==> src/rtl/core/ibc_pkg.sv <==
// Shared widths, codes and control structures of the IMU bias calibration unit.
`timescale 1ns / 1ps

package ibc_pkg;

   localparam int AXIS_W    = 16;
   localparam int SUM_W     = 25;
   localparam int VAL_W     = 18;
   localparam int CNT_W     = 8;
   localparam int NUM_LANES = 3;
   localparam int FRAME_W   = 2 * NUM_LANES * AXIS_W;

   localparam logic [AXIS_W-1:0] GRAVITY_RESET = 16'd8196;

   typedef enum logic [1:0] {
      PH_IDLE      = 2'd0,
      PH_GYRO_INIT = 2'd1,
      PH_GYRO      = 2'd2,
      PH_ACCEL     = 2'd3
   } ibc_phase_type;

   typedef enum logic [1:0] {
      DIV_IDLE  = 2'd0,
      DIV_ABS   = 2'd1,
      DIV_MUL   = 2'd2,
      DIV_WRITE = 2'd3
   } ibc_div_state_type;

   typedef struct packed {
      logic load_init;
      logic accumulate;
      logic capture;
   } ibc_lane_ctrl_type;

   typedef struct packed {
      logic clr_gyro;
      logic clr_accel;
      logic wr_gyro;
      logic wr_accel;
   } ibc_offset_ctrl_type;

   typedef struct packed {
      logic use_gyro;
      logic accel_zero;
      logic gyro_done;
      logic accel_done;
      logic busy;
   } ibc_cal_status_type;

endpackage

==> src/rtl/core/ibc_axis_lane.sv <==
// One axis lane: running calibration sum and constant-divisor offset pipeline.
`timescale 1ns / 1ps

module ibc_axis_lane #(
   parameter int SAMPLES = 200
) (
   input  logic                               clock,
   input  ibc_pkg::ibc_lane_ctrl_type         lane_ctrl,
   input  logic signed [ibc_pkg::VAL_W-1:0]   add_val,
   input  logic signed [ibc_pkg::VAL_W-1:0]   init_val,
   output logic        [ibc_pkg::AXIS_W-1:0]  quotient
);

   localparam int SUM_W   = ibc_pkg::SUM_W;
   localparam int VAL_W   = ibc_pkg::VAL_W;
   localparam int AXIS_W  = ibc_pkg::AXIS_W;
   localparam int LOG_D   = $clog2(SAMPLES);
   localparam int SHIFT   = SUM_W + LOG_D;
   localparam int RECIP_W = SUM_W + 1;
   localparam int PROD_W  = SUM_W + RECIP_W;
   localparam logic [63:0] RECIP_WIDE =
      ((64'd1 << SHIFT) + 64'(SAMPLES) - 64'd1) / 64'(SAMPLES);
   localparam logic [RECIP_W-1:0] RECIP = RECIP_WIDE[RECIP_W-1:0];

   logic [SUM_W-1:0]  sum_ff, sum_in;
   logic [SUM_W-1:0]  src_ff, src_in;
   logic [SUM_W-1:0]  abs_ff, abs_in;
   logic              neg_abs_ff;
   logic [PROD_W-1:0] prod_ff, prod_in;
   logic              neg_prod_ff;
   logic [SUM_W-1:0]  add_ext, init_ext, sum_next;
   logic [PROD_W-1:0] prod_shift;
   logic [AXIS_W-1:0] quot_mag;

   always_comb begin
      add_ext  = {{(SUM_W-VAL_W){add_val[VAL_W-1]}}, add_val};
      init_ext = {{(SUM_W-VAL_W){init_val[VAL_W-1]}}, init_val};
      sum_next = sum_ff + add_ext;
      priority if (lane_ctrl.load_init) begin
         sum_in = init_ext;
      end else if (lane_ctrl.accumulate) begin
         sum_in = sum_next;
      end else begin
         sum_in = sum_ff;
      end
      src_in     = lane_ctrl.capture ? sum_next : src_ff;
      abs_in     = src_ff[SUM_W-1] ? (~src_ff + 1'b1) : src_ff;
      prod_in    = PROD_W'(abs_ff) * PROD_W'(RECIP);
      prod_shift = prod_ff >> SHIFT;
      quot_mag   = prod_shift[AXIS_W-1:0];
      quotient   = neg_prod_ff ? (~quot_mag + 1'b1) : quot_mag;
   end

   always_ff @(posedge clock) begin
      sum_ff      <= sum_in;
      src_ff      <= src_in;
      abs_ff      <= abs_in;
      neg_abs_ff  <= src_ff[SUM_W-1];
      prod_ff     <= prod_in;
      neg_prod_ff <= neg_abs_ff;
   end

endmodule

==> config.mk <==
export PLATFORM = sky130hd
export DESIGN_NAME = ibc_axis_lane
export DESIGN_NICKNAME = d
export VERILOG_FILES = /design/src/rtl/core/ibc_pkg.sv /design/src/rtl/core/ibc_axis_lane.sv
export SDC_FILE = /design/constraint.sdc
export NUM_CORES = 1
export LEC_CHECK = 0
export BUFFER_PORTS_ARGS = -buffer_cell sky130_fd_sc_hd__buf_2
export CORE_ASPECT_RATIO = 1.1
export CORE_UTILIZATION = 60
export DETAILED_ROUTE_END_ITERATION = 7
export GPL_TIMING_DRIVEN = 0
export HOLD_SLACK_MARGIN = 0.15
export PLACE_DENSITY = 0.78
export SYNTH_ARGS = -nofsm -noshare
export SYNTH_HDL_FRONTEND = slang
export SYNTH_SLANG_ARGS = --single-unit
==> constraint.sdc <==
create_clock -name clock -period 7.1 [get_ports clock]
set_input_delay 2.13 -clock clock [delete_from_list [all_inputs] [get_ports clock]]
set_output_delay 2.13 -clock clock [all_outputs]
set_load 0.005 [all_outputs]
==> out/qor.yml <==
yosys:
  avgSynthCellArea_sq_um: 9.83
  yosysTopAreaCellShare_pct: 28.6
  ys.flop_type: "edfxtp_1"
  synth_warnings: 0
  async_reset_ff_share_pct: 0
  yosysMostFrequentCell: "inv_1"
  synth_commonest_cells: "406 x inv_1, 280 x ha_1, 216 x fa_1, 78 x nand2_1, 67 x a21oi_1"
  seq_area_frac_synth_pct: 15.6
  synth_seq_cells: 93
  netlist_area_sq_um: 15100
  syn-num-nets: 2075
  synthTopCellsByArea: "fa_1 29%, ha_1 23%, inv_1 10%"
  synth_edf_count: 50
  synthCells: 1539
  synth.distinct_cells: 64
  yosys.area.top_type: "fa_1"
outcome:
  status: "completed"
finish:
  drive_above_1_share_pct: 6.89
  syn2layout_area_growth_pct: 6.83
  num-nets-final: 2141
  fin_area_sq_um: 16200
  fin_util_pct: 65.6
  antenna_cells: 0
setup_path:
  cp-end-kind: "flop"
  worstRegToRegCells: 22
  critPathMaxFanout: 9
  worst_setup_path_start_kind: "flop"
  required_ns: 7.30
  arrival_ns: 7.09
  crit_type: "reg -> reg"
job:
  maxCapViolations: 0
route:
  ant_nets: 0
  routed_via_density: 5.63
  post_drt_wl_per_cell_um: 17.7
  vias: 10807
  drc: 0
  drt-total-wl_um: 34000
  drt_pre_antenna_iters: 6
  drtIter0Drc: 621
floorplanning:
  coreArea_sq_um: 24600
  rows: 60
  die_x_um: 153
  chipHeight_um: 169
  die_area_sq_um: 25800
  pin_count: 56
  start_util_pct: 61.4
hold_path:
  hold_depth: 0
  hold_path_class: "reg -> reg"
clock_network:
  clk_pin_slew_ns: 0.06
  cts-root-buf: "clkbuf_16"
  numCtsBuffers: 9
  clock_latency_ns: 0.35
  cts_sinks: 93
  cts_setup_buffers: 0
  htree_levels: 3
  cts_tree: "done"
  cts_hold_buf: 0
  cts_buffer_depth: 2
sta:
  hold_viol: 0
  fin_crit_ns: 6.88
  setup_violations: 0
  min_period_over_period_pct: 96.9
  fin_skew_ns: 0.00726
  tightest_slew_ns: 0.690
  slew_headroom_pct: 52.8
  fmax_mhz: 145
  rsz0062_at_grt: "no"
  slew_viol_final: 0
  setup_ws_ns: 0.217
global_routing:
  grt_pass1_vias: 11583
  antenna_found_initial: 0
  gr-usage-all-layers_pct: 28.5
  gr-total-overflow: 0
  grt_max_degree: 26
  grt_pass1_wl_um: 57000
placed_design:
  routabilityCongestion: 0.965
  place_area_sq_um: 15800
  place_hpwl_um: 29400
  pre_cts_ws_ns: -0.252
  io_buffer_count: 55
layout make-up:
type	count	area [sq um]
clock buffer	15	310
inverter	406	1520
clock inverter	1	6.26
timing repair buffer	55	275
tap	310	388
sequential	93	2380
multi-input combinational	1025	11200
buffer	15	61.3
fill	1924	8470
state kept, by name, summed over array words and instances (netlist names):
name,cells
abs_ff,25
src_ff,25
sum_ff,25
prod_ff,16
neg_abs_ff,1
neg_prod_ff,1
placed cells by master (no fill, tap or decap), types with 7 or more instances in the layout:
master,count
mux2_2,9
clkbuf_16,11
nand4_1,11
o21bai_1,12
nand2_1,78
and3_1,10
edfxtp_1,50
xor2_1,11
inv_1,406
nor2b_1,7
ha_1,280
buf_2,56
nand3_1,18
clkbuf_1,14
dfxtp_1,33
nor3_1,14
or4_1,8
fa_1,216
xnor2_1,63
o31ai_1,12
nor2_1,41
a21oi_1,67
o21ai_0,41
a21o_1,29
metal layers:
layer  share of wire, %  track usage [%]  wire length (um)  vias up
met5                  0                0                 0        -
met4                3.3             10.3              1140        0
met3                6.0             4.71              2050       70
met2                 50             50.6             16900      352
met1                 41             34.9             13900     5248
li1                   -                -                 -     5137
logic make-up (layout without fill, tap and decap cells):
kind of cell,count (synthesis),count (layout),synth area share (%)
compound gates,225,225,9.90
xor+xnor,74,74,4.29
fa+ha+maj,496,496,51.8
buf+inv,421,492,10.5
flops,93,93,15.6
mux,10,10,0.736
simple gates,220,220,7.22
critical path: stages, from the launching register on:
cell,delay (ns)
dfxtp_4,0.46
inv_1,0.12
fa_1,0.51
inv_1,0.10
fa_1,0.55
inv_1,0.07
fa_1,0.53
inv_1,0.05
fa_1,0.52
fa_1,0.45
fa_1,0.54
inv_1,0.05
fa_1,0.54
inv_1,0.09
ha_1,0.37
nand3_1,0.18
nor4_4,0.27
o2111ai_1,0.23
o21ai_0,0.32
nor3_2,0.13
a21oi_2,0.28
o21a_1,0.26
o311ai_2,0.12
through the flow:
stage	cells	setup TNS, ns	hold slack (ns)
2_1_floorplan	1539	0	0.310
3_3_place_gp	1904	-0.609	0.315
3_5_place_dp	1904	-0.922	0.312
4_1_cts	1920	0	0.331
5_1_grt	1920	0	0.352
6_report	1920	0	0.330
timing repair:
item	4_1_cts	5_1_grt
gates resized for setup	4	16
setup endpoints to repair	9	11
pin swaps	0	0
final timing paths:
kind / from / slack, ns / endpoint
worst max register to register: abs_ff[8] / 0.22 / prod_ff[46]
worst min-delay path: neg_abs_ff / 0.33 / neg_prod_ff
worst max-delay path: abs_ff[8] / 0.22 / prod_ff[46]
worst min register to register: neg_abs_ff / 0.33 / neg_prod_ff
Power is left out: the tool's default activity adds up to more than one toggle a clock period on the data nets, which glitch-free logic cannot reach.
