**src/rtl/core/ibc_pkg.sv**
```systemverilog
// Shared widths, codes and control structures of the IMU bias calibration unit.
`timescale 1ns / 1ps

package ibc_pkg;

   localparam int AXIS_W    = 16;
   localparam int SUM_W     = 25;
   localparam int VAL_W     = 18;
   localparam int CNT_W     = 8;
   localparam int NUM_LANES = 3;
   localparam int FRAME_W   = 2 * NUM_LANES * AXIS_W;

   localparam logic [AXIS_W-1:0] GRAVITY_RESET = 16'd8196;

   typedef enum logic [1:0] {
      PH_IDLE      = 2'd0,
      PH_GYRO_INIT = 2'd1,
      PH_GYRO      = 2'd2,
      PH_ACCEL     = 2'd3
   } ibc_phase_type;

   typedef enum logic [1:0] {
      DIV_IDLE  = 2'd0,
      DIV_ABS   = 2'd1,
      DIV_MUL   = 2'd2,
      DIV_WRITE = 2'd3
   } ibc_div_state_type;

   typedef struct packed {
      logic load_init;
      logic accumulate;
      logic capture;
   } ibc_lane_ctrl_type;

   typedef struct packed {
      logic clr_gyro;
      logic clr_accel;
      logic wr_gyro;
      logic wr_accel;
   } ibc_offset_ctrl_type;

   typedef struct packed {
      logic use_gyro;
      logic accel_zero;
      logic gyro_done;
      logic accel_done;
      logic busy;
   } ibc_cal_status_type;

endpackage

```
**src/rtl/core/ibc_cal_ctrl.sv**
```systemverilog
// Calibration sequencer: phases, request queue, sample count and offset division timing.
`timescale 1ns / 1ps

module ibc_cal_ctrl #(
   parameter int SAMPLES = 200
) (
   input  logic                          clock,
   input  logic                          reset,
   input  logic                          accept,
   input  logic                          gyro_req,
   input  logic                          accel_req,
   output ibc_pkg::ibc_lane_ctrl_type    lane_ctrl,
   output ibc_pkg::ibc_offset_ctrl_type  offset_ctrl,
   output ibc_pkg::ibc_cal_status_type   status
);

   localparam int CNT_W = ibc_pkg::CNT_W;
   localparam logic [CNT_W-1:0] SAMPLES_CNT = CNT_W'(SAMPLES);

   ibc_pkg::ibc_phase_type     phase_ff, phase_in, phase;
   ibc_pkg::ibc_div_state_type div_ff, div_in;
   logic [CNT_W-1:0] count_ff, count_in, cnt;
   logic [1:0]       pending_ff, pending_in, pend;
   logic             div_gyro_ff, div_gyro_in;
   logic             gyro_act, gyro_zero, gyro_fin;
   logic             accel_act, accel_zero, accel_fin;

   always_comb begin
      pend       = pending_ff | {accel_req, gyro_req};
      phase      = phase_ff;
      cnt        = count_ff;
      gyro_act   = 1'b0;
      gyro_zero  = 1'b0;
      gyro_fin   = 1'b0;
      accel_act  = 1'b0;
      accel_zero = 1'b0;
      accel_fin  = 1'b0;

      if (phase == ibc_pkg::PH_IDLE) begin
         priority if (pend[0]) begin
            phase = ibc_pkg::PH_GYRO;
         end else if (pend[1]) begin
            phase = ibc_pkg::PH_ACCEL;
         end else begin
            phase = ibc_pkg::PH_IDLE;
         end
      end

      if (phase == ibc_pkg::PH_GYRO_INIT || phase == ibc_pkg::PH_GYRO) begin
         gyro_act  = 1'b1;
         pend[0]   = 1'b0;
         gyro_zero = (cnt == '0);
         if (gyro_zero) begin
            cnt = CNT_W'(1);
         end
         gyro_fin = (cnt >= SAMPLES_CNT);
         if (gyro_fin) begin
            cnt = '0;
            if (phase == ibc_pkg::PH_GYRO_INIT || pend[1]) begin
               phase = ibc_pkg::PH_ACCEL;
            end else begin
               phase = ibc_pkg::PH_IDLE;
            end
         end else begin
            cnt = cnt + 1'b1;
         end
      end

      if (phase == ibc_pkg::PH_ACCEL) begin
         accel_act  = 1'b1;
         pend[1]    = 1'b0;
         accel_zero = (cnt == '0);
         if (accel_zero) begin
            cnt = CNT_W'(1);
         end
         accel_fin = (cnt >= SAMPLES_CNT);
         if (accel_fin) begin
            cnt   = '0;
            phase = ibc_pkg::PH_IDLE;
         end else begin
            cnt = cnt + 1'b1;
         end
      end

      phase_in   = accept ? phase : phase_ff;
      count_in   = accept ? cnt : count_ff;
      pending_in = accept ? pend : pending_ff;

      lane_ctrl.load_init  = accept && (gyro_zero || accel_zero);
      lane_ctrl.accumulate = accept && ((gyro_act && !gyro_zero) || (accel_act && !accel_zero));
      lane_ctrl.capture    = accept && (gyro_fin || accel_fin);

      div_in      = div_ff;
      div_gyro_in = lane_ctrl.capture ? gyro_fin : div_gyro_ff;
      offset_ctrl.clr_gyro  = accept && gyro_zero;
      offset_ctrl.clr_accel = accept && accel_zero;
      offset_ctrl.wr_gyro   = 1'b0;
      offset_ctrl.wr_accel  = 1'b0;
      unique case (div_ff)
         ibc_pkg::DIV_IDLE: begin
            if (lane_ctrl.capture) begin
               div_in = ibc_pkg::DIV_ABS;
            end
         end
         ibc_pkg::DIV_ABS: begin
            div_in = ibc_pkg::DIV_MUL;
         end
         ibc_pkg::DIV_MUL: begin
            div_in = ibc_pkg::DIV_WRITE;
         end
         ibc_pkg::DIV_WRITE: begin
            div_in = ibc_pkg::DIV_IDLE;
            offset_ctrl.wr_gyro  = div_gyro_ff;
            offset_ctrl.wr_accel = !div_gyro_ff;
         end
         default: begin
            div_in = ibc_pkg::DIV_IDLE;
         end
      endcase

      status.use_gyro   = gyro_act && !gyro_zero;
      status.accel_zero = accel_zero;
      status.gyro_done  = gyro_fin;
      status.accel_done = accel_fin;
      status.busy       = (div_ff != ibc_pkg::DIV_IDLE);
   end

   always_ff @(posedge clock) begin
      if (reset) begin
         phase_ff    <= ibc_pkg::PH_GYRO_INIT;
         count_ff    <= '0;
         pending_ff  <= '0;
         div_ff      <= ibc_pkg::DIV_IDLE;
         div_gyro_ff <= 1'b0;
      end else begin
         phase_ff    <= phase_in;
         count_ff    <= count_in;
         pending_ff  <= pending_in;
         div_ff      <= div_in;
         div_gyro_ff <= div_gyro_in;
      end
   end

endmodule

```
**config.mk**
```make
export PLATFORM = sky130hd
export DESIGN_NAME = ibc_cal_ctrl
export DESIGN_NICKNAME = d
export VERILOG_FILES = /design/src/rtl/core/ibc_pkg.sv /design/src/rtl/core/ibc_cal_ctrl.sv
export SDC_FILE = /design/constraint.sdc
export NUM_CORES = 1
export LEC_CHECK = 0
export BUFFER_PORTS_ARGS = -buffer_cell sky130_fd_sc_hd__buf_2
export CORE_UTILIZATION = 53
export CTS_CLUSTER_SIZE = 24
export DETAILED_ROUTE_END_ITERATION = 7
export PLACE_DENSITY = 0.82
export SYNTH_ARGS = -nofsm -noshare
export SYNTH_HDL_FRONTEND = slang
export SYNTH_SLANG_ARGS = --single-unit
```
**constraint.sdc**
```tcl
create_clock -name clock -period 3.08 [get_ports clock]
set_input_delay 0.308 -clock clock [delete_from_list [all_inputs] [get_ports clock]]
set_output_delay 0.308 -clock clock [all_outputs]
set_load 0.05 [all_outputs]
```
==> impl_results.md, run 1 <==
- 1st-iter DRT viols: 110
- WL/cell: around 18 microns
- Met1 usage: between 30% and 40%
- P&R area growth vs syn: 12.6%
- Mapped Nets: ~200
- CORE AREA: 2590 sq um
- Status: complete, but fails checks
- Total number of vias: about 1,600
- Largest net degree at the start of global routing: 27
- GPL Wtd Cong: between 0.9 and 1
- Fmax: around 320 MHz
- Antenna-violating nets left: 0
- Fin Clk Skew: 0.00961 ns
- Final setup viols: 1
- Setup WS pre-CTS: a little under 0.04 ns
- Post-synthesis mux area share: under 10%
- Slew HR: approximately three fifths
- Maximum VDD drop: 304 uV
- HP Class: primary input to flip-flop
- First-pass iteration count of the detailed router: 5
- Drt drc: 0
- Buf/Inv on CP: 1
- Crit path setup slack, layout: -0.0112 ns
- Netlist Area Pre-Place: 1510 sq um
- Initial antenna violation count: 0
- Dominant synthesized flop cell: dfxtp_1
- Crit-path cells: nor3_2 -> and4b_2 -> nor2_1 -> ha_1 -> nand3b_1 -> a211oi_2 -> o32a_2 -> nand3b_1 -> nor2_4 -> or2_4 -> buf_8
- M3 GR Usage: under 10%
- Hold Slack: around 0.36 ns
- WP data required: about 2.8 ns
- Largest family of logic cells by synthesized area: simple AND/OR/NAND/NOR gates
- CTS clk-pin slew, worst paths: about 0.11 ns
- Synth async-reset ratio: 0%
- FF+latch count, synth: 15
- Post-Synth Adder-Cell Area: a little under 6%
- EDFF count, synth: 0
- GRT Residual Overflow: 0
- Post-synthesis simple-gate area fraction: between 30% and 40%
- DP Area: between 1500 and 2000 sq um
- Clk Latency, worst-skew pair: 0.30 ns
- PortBufs: 16
- Total wire length: 4250 microns
- Setup Crit Path Kind: flip-flop to primary output
- Final period util: 100%
- Row count: 18
- Tightest Pin Transition: just under 0.6 ns
- Max Slew Vio Count: 0
- CP max stage cell: o32a_2
- Compound-Gate Fraction of Synth Area: a little under a third
- GRT Max-Usage Layer: met2
- Worst Setup End Kind: primary output
- DP HPWL: slightly below 3000 microns
- Cts hold-fix bufs: 0
- Max incr delay on CP: between 0.4 and 0.5 ns
- Vias/cell: between 6 and 7
- Yosys warning count: 0
- Die Wd: ~55 microns
- Synth unique cells: 65
- Global-route wire length before repair: 6690 microns
- Clock Sinks: 15
- Mapped Avg Cell Area: approximately 8 sq um
- Share of cells above drive strength 1: 29.1%
- Number of nets in the layout: ~220
- Vias in the first global route: 1,405
- RSZ-0062 raised after global routing: yes
- Worst Path Arrival: around 2.8 ns
- H-tree depth: 1
- Failing checks: negative setup slack
- Cts bufs inserted: 3
- Startpoint types: flip-flop
- Chip Height: about 55 microns
- MaxCap Viol Count: 0
- Post-synthesis xor/xnor area fraction: 1.16%
- Leakage: 0.707 nW
- Cells after Synth: 191
- Initial Utilization: about three fifths
- CTS tree: done
- Final hold violations: 0
- IO Pins: 17
- PwrDens: about 330 nW/um^2
- Post-synthesis sequential area ratio: 19.9%
- Worst path top cell family by delay: simple AND/OR/NAND/NOR gates
- Total GRT Usage: between 20% and 30%
- GR Layer Usage met2: around 41%
- DIE AREA: roughly 3100 sq um
- Final Instance Area: between 1500 and 2000 sq um
- Minimum clock period: just over 3 ns
- Max Buffers Root-to-Sink: 2
- ANT cells: 0
- CP Max Fanout: 3
- Root Buffer: clkbuf_4
- Worst path most repeated cell: nand3b_1
[final cells by class]
class | instances | area [sq um]
fill | 229 | 891
clock inverter | 1 | 5.00
tap | 30 | 37.5
multi-input combinational | 148 | 1100
clock buffer | 3 | 22.5
inverter | 10 | 40.0
timing repair buffer | 29 | 194
sequential | 15 | 302
[stage by stage]
step	std cells	util, %	setup TNS [ns]	total power, mW
after floorplan	191	-	0	0.355
after global placement	228	61.9	0	0.387
after detailed placement	228	61.9	0	0.397
after CTS	232	63.3	0	0.516
after global routing	236	65.6	-0.564	0.576
final	236	65.6	-0.0112	0.553
[cells in the final DEF, fill, tap and decap left out, types with 3 or more instances in the layout]
cell	n
clkbuf_4	3
mux2i_1	3
o21ai_0	5
a21oi_1	11
a211oi_1	3
inv_1	9
ha_1	7
buf_2	14
o211ai_1	3
a31oi_1	3
nand2_1	11
nor2_1	16
nor3_1	7
buf_4	13
o2111ai_1	3
o21ai_1	3
nand2b_1	7
nand4_1	6
dfxtp_1	14
[layer usage]
| metal | vias up | routed length [microns] |
|---|---|---|
| met2 | 97 | 1920 |
| li1 | 735 | - |
| met1 | 744 | 1770 |
| met4 | 0 | 165 |
| met5 | - | 0 |
| met3 | 21 | 392 |
[cell usage after synthesis, drive strengths merged (4+ instances only)]
library cell	count	area [sq um]
a21oi	12	71.3
nand2	13	56.3
nor3	9	50.1
dfxtp	15	300
inv	10	40.0
buf	7	60.1
ha	7	87.6
clkbuf	11	41.3
nand2b	7	43.8
nand4	7	50.1
nand3	6	65.1
a211oi	4	30.0
o21ai	8	40.0
nor2	19	73.8
[path summary, 6_finish.rpt]
path / start / endpoint / slack [ns] / depth (start not counted)
worst max-delay path: count_ff[2] / lane_ctrl[2] / -0.01 / 11
worst min-delay path: accel_req / pending_ff[1] / 0.36 / 3
worst max register to register: count_ff[2] / count_ff[2] / 0.06 / 15
worst min register to register: div_gyro_ff / div_gyro_ff / 0.52 / 2
[where the power goes]
group / internal, mW / leakage, nW / switching [mW]
logic: 0.0919 / 0.567 / 0.133
clock network: 0.0483 / 0.0177 / 0.0750
registers: 0.200 / 0.122 / 0.00503
[timing repair]
| item | in CTS | in global routing |
|---|---|---|
| resized for setup | 3 | 10 |
| pin swaps | 0 | 11 |
| buffers inserted | 0 | 4 |
| endpoints found under the setup margin | 5 | 7 |
[cell families (layout without fill, tap and decap cells)]
logic type | Yosys count | in the layout
AOI/OAI and AO/OA | 59 | 59
xor gates and xnor gates | 2 | 2
adders and majority gates | 7 | 7
buffers and inverters | 28 | 43
DFF | 15 | 15
muxes | 3 | 3
and+or+nand+nor | 77 | 77
[registers in the layout (all words and copies together) (netlist names)]
signal,flops
phase_ff,2
div_ff,2
pending_ff,2
count_ff,8
div_gyro_ff,1
[worst min-delay path: cells and delay by family]
family | cells | cell delay (ns)
compound gates | 1 | 0.07
simple gates | 1 | 0.11
buf+inv | 1 | 0.12
(Power assumes the default switching activity.)
==> run 2, diff against run 1 <==
--- a/config.mk
+++ b/config.mk
@@ -10,6 +10,7 @@
 export CTS_CLUSTER_SIZE = 24
 export DETAILED_ROUTE_END_ITERATION = 7
 export PLACE_DENSITY = 0.82
+export RECOVER_POWER = 50
 export SYNTH_ARGS = -nofsm -noshare
 export SYNTH_HDL_FRONTEND = slang
 export SYNTH_SLANG_ARGS = --single-unit
==> impl_results.md, run 2 (synthesis results as in run 1) <==
- Status: complete, but fails checks
- Failing checks: negative setup slack
- Global-route wire length before repair: 6690 microns
- 1st-iter DRT viols: between 100 and 150
- Share of cells above drive strength 1: 27.7%
- Max Buffers Root-to-Sink: 2
- GR Layer Usage met2: between 40% and 50%
- Min-Delay Startpoint: accel_req
- Worst Path Arrival: 2.80 ns
- Leakage: a little under 0.7 nW
- Hold Slack: between 0.3 and 0.4 ns
- Biggest register: count_ff
- Slew HR: about three fifths
- Final hold violations: 0
- GPL Wtd Cong: about 0.96
- Fmax: approximately 320 MHz
- GRT Residual Overflow: 0
- Largest net degree at the start of global routing: 27
- Chip Height: 55.4 microns
- Final period util: 101%
- Clock Sinks: 15
- ANT cells: 0
- Antenna-violating nets left: 0
- Fin Clk Skew: roughly 0.0043 ns
- Crit-path cells: nor3_2 -> and4b_2 -> nor2_1 -> ha_1 -> nand3b_1 -> a211oi_2 -> o32a_2 -> nand3b_1 -> nor2_4 -> or2_4 -> buf_8
- PortBufs: 16
- IO Pins: 17
- Crit path setup slack, layout: -0.0282 ns
- Leading cell type in the layout, fill and taps excluded: nor2_1
- Hold endpoint: pending_ff[1]
- CTS tree: done
- Clk Latency, worst-skew pair: between 0.2 and 0.3 ns
- Vias in the first global route: ~1,400
- Commonest non-fill, non-tap cells in the layout: nor2_1, dfxtp_1, buf_4
- M3 GR Usage: roughly 3.3%
- Worst path most repeated cell: nand3b_1
- Fillers: 232
- Setup Crit Path Kind: flip-flop to primary output
- Die Wd: about 55 microns
- Register Area: 302 sq um
- Setup slack, reg-to-reg: approximately 0.05 ns
- Int Pwr: 340 uW
- Clock power share: 21.9%
- Tot Pwr: 552 uW
- H-tree depth: 1
- Cts bufs inserted: 3
- Total GRT Usage: between 20% and 30%
- Root Buffer: clkbuf_4
- Sequential share of power: ~37%
- Max FFs per register: 8
- Tightest Pin Transition: roughly 0.6 ns
- CORE AREA: around 2600 sq um
- Worst R2R End: count_ff[2]
- P&R area growth vs syn: 12.4%
- Sw power: 211 uW
- WP data required: between 2 and 3 ns
- WL/cell: around 18 microns
- DP HPWL: ~3000 microns
- Row count: 18
- First-pass iteration count of the detailed router: 5
- Minimum clock period: between 3 and 4 ns
- Total number of vias: between 1,500 and 2,000
- DIE AREA: between 3000 and 4000 sq um
- Max Slew Vio Count: 0
- HP Class: primary input to flip-flop
- Drt drc: 0
- Maximum VDD drop: 304 uV
- Multi-input logic area: 1100 sq um
- Met1 usage: between 30 and 40%
- Logic gate share of total power: around two fifths
- Number of nets in the layout: 219
- Total wire length: ~4300 microns
- Initial antenna violation count: 0
- CP Max Fanout: 3
- CTS clk-pin slew, worst paths: roughly 0.10 ns
- MaxCap Viol Count: 0
- Max incr delay on CP: about 0.45 ns
- RSZ-0062 raised after global routing: yes
- Worst Setup End Kind: primary output
- WHS Path Cells: 3
- Reg2Reg Depth: 15
- CP max stage cell: o32a_2
- GRT Max-Usage Layer: met2
- Startpoint types: flip-flop
- PwrDens: between 300 and 400 nW/um^2
- Initial Utilization: between 50% and 60%
- Vias/cell: ~6.7
- Switching Share: a little under two fifths
- Worst reg2reg path startpoint: count_ff[2]
- Final setup viols: 2
-- run 2: cell count changes in the layout (fill, tap and decap cells not counted) --
cell,before,now
clkbuf_1,0,3
buf_2,14,11
-- run 2: worst max-delay path: cells and delay by family, from the launching register on --
kind,cells,cell delay (ns)
buffers and inverters,1,0.15
DFF,1,0.34
and+or+nand+nor,7,1.19
adders and majority gates,1,0.28
AOI/OAI and AO/OA,2,0.54
-- run 2: repair_timing --
item | 4_1_cts | 5_1_grt
setup endpoints to repair | 5 | 7
resized for setup | 3 | 10
buffers inserted | 0 | 4
pin swaps | 0 | 11
hold buffers | 0 | 0
-- run 2: layout make-up --
cell class | count | share of cell area, %
tap | 30 | 2.21
clock buffer | 3 | 1.33
sequential | 15 | 17.8
multi-input combinational | 148 | 64.8
clock inverter | 1 | 0.295
timing repair buffer | 29 | 11.2
inverter | 10 | 2.36
-- run 2: per-stage QoR --
step | util (%) | std cells | instance area (sq um) | setup TNS (ns) | setup slack, ns
4_1_cts | 63.3 | 232 | 1640 | 0 | 0.00941
6_report | 65.5 | 236 | 1700 | -0.0364 | -0.0282
3_3_place_gp | 61.9 | 228 | 1600 | 0 | 0.189
5_1_grt | 65.5 | 236 | 1700 | -0.564 | -0.117
2_1_floorplan | - | 191 | 1520 | 0 | 0.156
3_5_place_dp | 61.9 | 228 | 1600 | 0 | 0.0397
-- run 2: how the worst max path moves through the flow --
stage               depth (start not counted)  slack, ns           end         from
floorplan                                  11       0.16  lane_ctrl[2]  count_ff[0]
global placement                           15       0.19   count_ff[2]  count_ff[0]
detailed placement                         15       0.04   count_ff[2]  count_ff[0]
CTS                                        11      0.009  lane_ctrl[2]  count_ff[0]
global route                               10      -0.12  lane_ctrl[1]  count_ff[2]
finish                                     11      -0.03  lane_ctrl[2]  count_ff[2]
-- run 2: power by group through the flow --
stage / clock network, mW / registers, mW / logic [mW]
floorplan: 0 / 0.208 / 0.148
global placement: 0 / 0.208 / 0.179
detailed placement: 0 / 0.209 / 0.189
CTS: 0.120 / 0.205 / 0.192
global route: 0.133 / 0.206 / 0.237
finish: 0.121 / 0.205 / 0.226
-- run 2: layer usage --
metal  share of wire (%)  vias up  routed length, microns
met2                  45       89                    1930
met3                 9.0       17                     386
met5                   0        -                       0
met1                  42      729                    1810
met4                 3.4        0                     147
li1                    -      739                       -
